File: config.mk
export PLATFORM = sky130hd
export DESIGN_NAME = cca_ctrl
export DESIGN_NICKNAME = d
export VERILOG_FILES = /design/src/design/cca_pkg.sv /design/src/design/cca_ctrl.sv
export SDC_FILE = /design/constraint.sdc
export NUM_CORES = 1
export LEC_CHECK = 0
export ABC_AREA = 0
export BUFFER_PORTS_ARGS = -buffer_cell sky130_fd_sc_hd__buf_4
export CAP_MARGIN = 20
export CORE_MARGIN = 8
export CORE_UTILIZATION = 50
export CTS_CLUSTER_DIAMETER = 100
export DETAILED_ROUTE_END_ITERATION = 7
export PLACE_DENSITY_LB_ADDON = 0.05
export SKIP_LAST_GASP = 1
export SYNTH_ARGS = -nofsm -noshare
export SYNTH_HDL_FRONTEND = slang
export SYNTH_SLANG_ARGS = --single-unit
File: constraint.sdc
create_clock -name clock -period 6.4 [get_ports clock]
set_input_delay 0.64 -clock clock [delete_from_list [all_inputs] [get_ports clock]]
set_output_delay 0.64 -clock clock [all_outputs]
set_load 0.005 [all_outputs]
File: src/design/cca_pkg.sv
`timescale 1ns / 1ps
// ----------------------------------------------------------------------------
// cca_pkg: shared types and constants
// Action and status codes, controller/datapath command and status structs.
// ----------------------------------------------------------------------------
package cca_pkg;

   localparam int CLASSES_DEFAULT   = 64;
   localparam int MAX_BANDS_DEFAULT = 4;
   localparam int BAND_SLOTS        = 4;

   localparam logic [2:0] ACT_CLEAR      = 3'd0;
   localparam logic [2:0] ACT_LOAD_MEAN  = 3'd1;
   localparam logic [2:0] ACT_LOAD_COUNT = 3'd2;
   localparam logic [2:0] ACT_PIXEL      = 3'd3;
   localparam logic [2:0] ACT_READ       = 3'd4;

   localparam logic [1:0] ST_OK        = 2'd0;
   localparam logic [1:0] ST_SMALL_CNT = 2'd1;
   localparam logic [1:0] ST_SATURATED = 2'd2;

   typedef struct packed {
      logic       capture;
      logic       mean_wr;
      logic       cnt_wr;
      logic       clr_step;
      logic       mean_rd;
      logic       diff_wr;
      logic [1:0] rd_band;
      logic [1:0] wr_band;
      logic       acc_rd_pix;
      logic       acc_wr;
      logic [1:0] pa;
      logic [1:0] pb;
      logic       rd_fetch;
      logic       rd_eval;
      logic       div_start;
      logic       div_step;
      logic       out_load;
   } cmd_type;

   typedef struct packed {
      logic       in_cls_ok;
      logic       clr_last;
      logic       need_div;
      logic       div_last;
      logic       out_free;
      logic [2:0] nb;
   } stat_type;

   // lower-triangle slot of pair (hi, lo), lo <= hi
   function automatic logic [3:0] pair_slot(input logic [1:0] hi, input logic [1:0] lo);
      logic [3:0] h;
      logic [3:0] tri_n;
      h     = {2'b00, hi};
      tri_n = (h * (h + 4'd1)) >> 1;
      return tri_n + {2'b00, lo};
   endfunction

endpackage

File: src/design/cca_ctrl.sv
`timescale 1ns / 1ps
// ----------------------------------------------------------------------------
// cca_ctrl: sequencing state machine
// Steps clear sweeps, mean fetches, pair updates and covariance reads.
// ----------------------------------------------------------------------------
module cca_ctrl (
   input  logic              clock,
   input  logic              reset,
   input  logic              req_tvalid,
   output logic              req_tready,
   input  logic [2:0]        req_action,
   input  cca_pkg::stat_type stat,
   output cca_pkg::cmd_type  cmd
);

   typedef enum logic [8:0] {
      S_IDLE     = 9'b000000001,
      S_CLR      = 9'b000000010,
      S_MEAN     = 9'b000000100,
      S_PAIR_RD  = 9'b000001000,
      S_PAIR_WR  = 9'b000010000,
      S_RD_FETCH = 9'b000100000,
      S_RD_EVAL  = 9'b001000000,
      S_DIV      = 9'b010000000,
      S_OUT      = 9'b100000000
   } state_type;

   state_type  state_ff, state_in;
   logic [2:0] k_ff, k_in;
   logic [1:0] pa_ff, pa_in;
   logic [1:0] pb_ff, pb_in;
   logic       accept;
   logic [2:0] k_prev;

   assign req_tready = (state_ff == S_IDLE);
   assign accept     = req_tvalid && req_tready;
   assign k_prev     = k_ff - 3'd1;

   always_comb begin
      state_in = state_ff;
      k_in     = k_ff;
      pa_in    = pa_ff;
      pb_in    = pb_ff;
      cmd      = '0;
      cmd.rd_band = k_ff[1:0];
      cmd.wr_band = k_prev[1:0];
      cmd.pa      = pa_ff;
      cmd.pb      = pb_ff;
      case (state_ff)
         S_IDLE: begin
            if (accept) begin
               cmd.capture = 1'b1;
               case (req_action)
                  cca_pkg::ACT_CLEAR:      state_in = S_CLR;
                  cca_pkg::ACT_LOAD_MEAN:  cmd.mean_wr = 1'b1;
                  cca_pkg::ACT_LOAD_COUNT: cmd.cnt_wr = 1'b1;
                  cca_pkg::ACT_PIXEL: begin
                     if (stat.in_cls_ok) begin
                        state_in = S_MEAN;
                        k_in     = 3'd0;
                     end
                  end
                  cca_pkg::ACT_READ:       state_in = S_RD_FETCH;
                  default:                 state_in = S_IDLE;
               endcase
            end
         end
         S_CLR: begin
            cmd.clr_step = 1'b1;
            if (stat.clr_last) begin
               state_in = S_IDLE;
            end
         end
         S_MEAN: begin
            // read of band k overlaps diff write of band k-1
            cmd.mean_rd = (k_ff < stat.nb);
            cmd.diff_wr = (k_ff != 3'd0);
            if (k_ff == stat.nb) begin
               state_in = S_PAIR_RD;
               pa_in    = 2'd0;
               pb_in    = 2'd0;
            end else begin
               k_in = k_ff + 3'd1;
            end
         end
         S_PAIR_RD: begin
            cmd.acc_rd_pix = 1'b1;
            state_in       = S_PAIR_WR;
         end
         S_PAIR_WR: begin
            cmd.acc_wr = 1'b1;
            if (({1'b0, pa_ff} == stat.nb - 3'd1) && (pb_ff == pa_ff)) begin
               state_in = S_IDLE;
            end else begin
               state_in = S_PAIR_RD;
               if (pb_ff == pa_ff) begin
                  pa_in = pa_ff + 2'd1;
                  pb_in = 2'd0;
               end else begin
                  pb_in = pb_ff + 2'd1;
               end
            end
         end
         S_RD_FETCH: begin
            cmd.rd_fetch = 1'b1;
            state_in     = S_RD_EVAL;
         end
         S_RD_EVAL: begin
            if (stat.need_div) begin
               cmd.div_start = 1'b1;
               state_in      = S_DIV;
            end else begin
               cmd.rd_eval = 1'b1;
               state_in    = S_OUT;
            end
         end
         S_DIV: begin
            cmd.div_step = 1'b1;
            if (stat.div_last) begin
               state_in = S_OUT;
            end
         end
         S_OUT: begin
            if (stat.out_free) begin
               cmd.out_load = 1'b1;
               state_in     = S_IDLE;
            end
         end
         default: state_in = S_IDLE;
      endcase
   end

   always_ff @(posedge clock) begin
      if (reset) begin
         state_ff <= S_CLR;
         k_ff     <= 3'd0;
         pa_ff    <= 2'd0;
         pb_ff    <= 2'd0;
      end else begin
         state_ff <= state_in;
         k_ff     <= k_in;
         pa_ff    <= pa_in;
         pb_ff    <= pb_in;
      end
   end

endmodule

==> impl_metrics.yaml, run 1 <==
status:
  status: "completed"
logic_synthesis:
  ys_warn_count: 0
  synth.top_cell.area_share_pct: 26.12
  synth-seq-cells: 16
  synth_fp_nets: 173
  synth_top_family_by_area: "simple AND/OR/NAND/NOR gates"
  synth_top_area_cell: "dfxtp_1"
  synth_xor_area_share_pct: 4.286
  muxShareOfSynthArea_pct: 2.551
  syn-cell-area_um2: 1226
  postSynthCellCount: 153
  seq_area_frac_synth_pct: 26.12
  synth_compound_area_share_pct: 18.37
  yosys-top-cells-area: "dfxtp_1 26%, ha_1 6.1%, inv_1 4.9%, nor2_1 4.3%, a21oi_1 3.3%"
  synthSimpleGateAreaFrac_pct: 33.88
  avgSynthCellArea_um2: 8.014
  synth_adder_area_share_pct: 6.122
  yosysUniqueCellTypes: 42
cts:
  clock_sinks: 16
  cts-root-buf: "clkbuf_4"
  clk_latency_ps: 300
  ctsResizeCount: 0
  cts_max_level: 1
  postCtsSetupBuffers: 0
  cts_hold_buf: 0
  clockBufferDepth: 2
  cts_tree: "yes"
  cts-buffers-inserted: 3
  clkSlewWorstSetupHoldPaths_ps: 100
layout:
  drive_above_1_share_pct: 25.27
  layout_common_cells: "35 x buf_4, 16 x inv_1, 16 x dfxtp_1, 14 x nor2_1, 8 x a21oi_1"
  multi_input_area_um2: 799.5
  final_common_cell: "buf_4"
  nFillCells: 231
  n_antenna_cell: 0
  seqCellArea_um2: 320.3
  syn_to_final_growth_pct: 23.67
  final_cells: 216
  nets: 207
global_routing:
  grt_pass1_vias: 1166
  track_usage_pct: 15.43
  antenna_found_initial: 0
  grt_max_degree: 14
  grt_overflow: 0
  grt_pass1_wl_um: 5271
die:
  initial_core_util_pct: 50.88
  dieArea_um2: 4293
  row_count: 18
  die_w_um: 65.52
  die-height_um: 65.52
  num_io_pins: 36
  core-area_um2: 2410
route:
  dr.pass1.iters: 4
  wl_per_cell_um: 15.16
  drt_iter0_markers: 71
  drcViolationCount: 0
  vias: 1224
  wl_um: 3274
  via_per_inst: 5.667
  detail-route-antenna-nets: 0
critical_path:
  cp-end-kind: "output port"
  path_class: "register to output port"
  arrival_ps: 2420
  path_cells: "or4_4 > nor4_2 > nand2_1 > nor4b_1 > buf_4"
  worst_ep_required_time_ps: 5760
  r2r_slack_ps: 4200
  critPathLaunchType: "register"
  crit_path_top_delay_cell: "or4_4"
  cp_slowest_stage_delay_ps: 580
  crit_fanout: 6
sta:
  worst_pin_slew_ps: 615.3
  setup_tns_ps: 0
  fin_crit_ps: 3062
  rsz0062_at_grt: "no"
  setup_ws_ps: 3338
  final-setup-viol-count: 0
  hold_violations: 0
  max_freq_mhz: 326.6
  max_slew_margin_pct: 58.64
  post-route-period-util_pct: 47.84
  fin_skew_ps: 0.7468
  slew_viol_final: 0
power:
  ir_worst_vdd_mv: 0.1006
  p_total_uw: 221.9
  power.leakage_nw: 0.6698
  power_density_nw_per_um2: 146.3
placed_design:
  pre_cts_slack_ps: 3726
  dp_hpwl_um: 2662
  portBuffers: 35
  routabilityCongestion: 0.8175
  dp_cells: 212
worst_hold_path:
  hold_class: "register to register"
job:
  drv_cap: 0
critical path, delay by kind of cell, from the launching register on:
family / cells / cell delay [ps]
and+or+nand+nor: 4 / 1600
buffers and inverters: 1 / 160
DFF: 1 / 360
layer usage:
metal	track usage [%]	part of all wire, %	up-vias
met5	0	0	-
met4	7.357	1.6	0
met3	4.762	6.5	5
met2	23.49	45	35
met1	19.27	47	565
li1	-	-	619
logic make-up (layout without fill, tap and decap cells):
group | Yosys count | in the layout
mux | 3 | 3
flops | 16 | 16
buf+inv | 22 | 55
fa+ha+maj | 6 | 6
xor+xnor | 6 | 6
simple gates | 68 | 68
compound gates | 32 | 32
flip-flops by register name, indices dropped and copies added, names as in the netlist:
signal and flops:
k_ff 3, pa_ff 2, pb_ff 2, state_ff 9
cell usage after synthesis, drive strengths merged:
cell	number
nor3b	4
a2bb2oi	1
and4	2
clkbuf	1
or4	2
mux2	1
inv	16
nand3b	1
nand3	5
o21a	3
nor3	4
a211oi	2
mux2i	2
o21ai	6
or3b	1
o311a	2
a41oi	1
nand2b	5
xor2	2
or2	2
or3	4
buf	5
a22o	1
nor2	14
nand2	5
ha	6
nor4	6
a31oi	2
nor4b	3
a2111oi	1
dfxtp	16
nor2b	5
xnor2	4
and3	5
a21oi	8
o22ai	1
o31ai	4
per-stage QoR:
step	hold slack (ps)	util [%]	instance area, um2
CTS	522.0	62.93	1516
detailed placement	506.5	61.42	1480
global route	561.8	62.93	1516
floorplan	489.5	-	1226
global placement	498.8	61.42	1480
finish	519.3	62.93	1516
path summary, 6_finish.rpt:
| kind | cells after the start | to | from |
|---|---|---|---|
| setup / recovery | 5 | cmd[18] | state_ff[5] |
| hold / removal | 2 | pb_ff[1] | pb_ff[1] |
| setup reg to reg | 5 | state_ff[3] | state_ff[5] |
| hold reg to reg | 2 | pb_ff[1] | pb_ff[1] |
power breakdown:
group | internal, mW | leakage (nW) | total, mW | switching [mW]
Sequential | 0.102 | 0.130 | 0.106 | 0.00407
Combinational | 0.0210 | 0.519 | 0.0450 | 0.0240
Clock | 0.0347 | 0.0210 | 0.0711 | 0.0364
Total | 0.157 | 0.670 | 0.222 | 0.0645
area by class of cell:
class                      count  share of cell area (%)
inverter                      16                   3.960
sequential                    16                   21.12
clock buffer                   4                   2.393
timing repair buffer          35                   17.33
tap                           30                   2.475
multi-input combinational    115                   52.72
(Power assumes the default switching activity.)
==> run 2: changes to the inputs <==
- clock period: 6.4 -> 3.2 ns (I/O delays scaled with it)
==> run 2 against run 1 <==
  * Clock power increased by 53%
  * Worst setup slack lost 2800 ps
  * Count of clock-buffer cells in the layout decreased by 1
==> impl_metrics.yaml, run 2 (synthesis gave the netlist of run 1 again) <==
route:
  detail-route-antenna-nets: 0
  drt_iter0_markers: 50
  wl_per_cell_um: 15.13
  vias: 1240
  wl_um: 3253
  dr.pass1.iters: 4
  drcViolationCount: 0
  via_per_inst: 5.767
global_routing:
  grt_pass1_vias: 1183
  grt_overflow: 0
  grt_max_degree: 14
  track_usage_pct: 15.67
  grt_pass1_wl_um: 5485
  antenna_found_initial: 0
cts:
  clockBufferDepth: 2
  clkSlewWorstSetupHoldPaths_ps: 90
  cts_max_level: 1
  clock_sinks: 16
  cts_hold_buf: 0
  ctsResizeCount: 0
  postCtsSetupBuffers: 0
  cts-buffers-inserted: 3
  cts_tree: "yes"
  cts-root-buf: "clkbuf_4"
  clk_latency_ps: 290
sta:
  max_freq_mhz: 369.6
  fin_hold_ws_ps: 250.8
  setup_tns_ps: 0
  slew_viol_final: 0
  hold_violations: 0
  post-route-period-util_pct: 84.55
  rsz0062_at_grt: "no"
  final-setup-viol-count: 0
  worst_pin_slew_ps: 604.7
  fin_crit_ps: 2706
  fin_skew_ps: 3.640
  max_slew_margin_pct: 59.35
layout:
  top_regs: "state_ff (9), k_ff (3)"
  layout_common_cells: "35 x buf_4, 16 x inv_1, 16 x dfxtp_1, 14 x nor2_1, 8 x a21oi_1"
  post-route-util_pct: 62.36
  nets: 207
  drive_above_1_share_pct: 24.86
  largest_register: "state_ff"
  final_common_cell: "buf_4"
  syn_to_final_growth_pct: 22.55
  n_antenna_cell: 0
  largest_reg_flops: 9
  final_cells: 215
power:
  power.leakage_nw: 0.6626
  internal-power_uw: 289.1
  power_density_nw_per_um2: 273.3
  pwr-share-clk_pct: 26.6
  swShare_pct: 29.61
  p_seq_share_pct: 51.6
  switching_power_uw: 121.6
  comb_power_share_pct: 21.8
  ir_worst_vdd_mv: 0.2558
die:
  row_count: 18
  die-height_um: 65.52
  die_w_um: 65.52
  num_io_pins: 36
  dieArea_um2: 4293
  initial_core_util_pct: 50.88
  core-area_um2: 2410
critical_path:
  timing.rr.start: "state_ff[1]"
  cp-endpoint: "cmd[18]"
  worst_ep_required_time_ps: 2880
  crit_fanout: 6
  arrival_ps: 2390
  r2r_slack_ps: 960
  path_delay_family: "simple AND/OR/NAND/NOR gates"
  path_cells: "or4_4 > nor4_2 > nand2_1 > nor4b_1 > buf_4"
  r2r_cells: 5
  r2r-end: "state_ff[3]"
  path_class: "register to output port"
  cp_slowest_stage_delay_ps: 590
  critPathLaunchType: "register"
  cp-startpoint: "state_ff[4]"
  path_buf_inv: 1
  cp_num_cells: 5
  cp-end-kind: "output port"
  crit_path_top_delay_cell: "or4_4"
placed_design:
  routabilityCongestion: 0.8047
  portBuffers: 35
  dp_cells: 212
  dp_hpwl_um: 2608
job:
  drv_cap: 0
worst_hold_path:
  hold_class: "primary input to register"
status:
  status: "completed"
==> run 2: cell types whose count changed in the layout (fill, tap and decap cells not counted) <==
cell	before	now
clkbuf_8	1	0
==> run 2: power by group through the flow <==
stage	logic, mW	clock network, mW	registers [mW]
after global routing	0.0989	0.119	0.213
final	0.0897	0.109	0.212
after CTS	0.0894	0.111	0.211
after detailed placement	0.0889	0	0.216
after global placement	0.0870	0	0.215
after floorplan	0.0585	0	0.213
==> run 2: layer usage <==
layer	GRT usage, %	vias to the layer above	share of wire [%]
met4	1.635	0	0
met1	20.53	586	50
met2	24.72	34	43
li1	-	620	-
met5	0	-	0
met3	5.612	0	6.5
==> run 2: final cells by class <==
| cell class | instances | area, um2 |
|---|---|---|
| clock buffer | 3 | 22.52 |
| fill | 219 | 907.1 |
| inverter | 16 | 60.06 |
| multi-input combinational | 115 | 799.5 |
| sequential | 16 | 320.3 |
| tap | 30 | 37.54 |
| timing repair buffer | 35 | 262.8 |
==> run 2: worst min-delay path by stage <==
stage | startpoint | endpoint | cells after the start
global route | req_action[2] | state_ff[1] | 2
floorplan | reset | state_ff[3] | 1
finish | req_action[2] | state_ff[1] | 2
global placement | pb_ff[1] | pb_ff[1] | 2
detailed placement | pb_ff[1] | pb_ff[1] | 2
CTS | req_action[2] | state_ff[1] | 2
==> run 2: metrics by stage <==
stage                     instance area [um2]  total power [mW]  setup slack (ps)
after floorplan                          1226            0.2718              1088
after global placement                   1480            0.3024             926.9
after detailed placement                 1480            0.3050             828.5
after CTS                                1503            0.4114             483.5
after global routing                     1503            0.4306             312.9
final                                    1503            0.4106             494.3
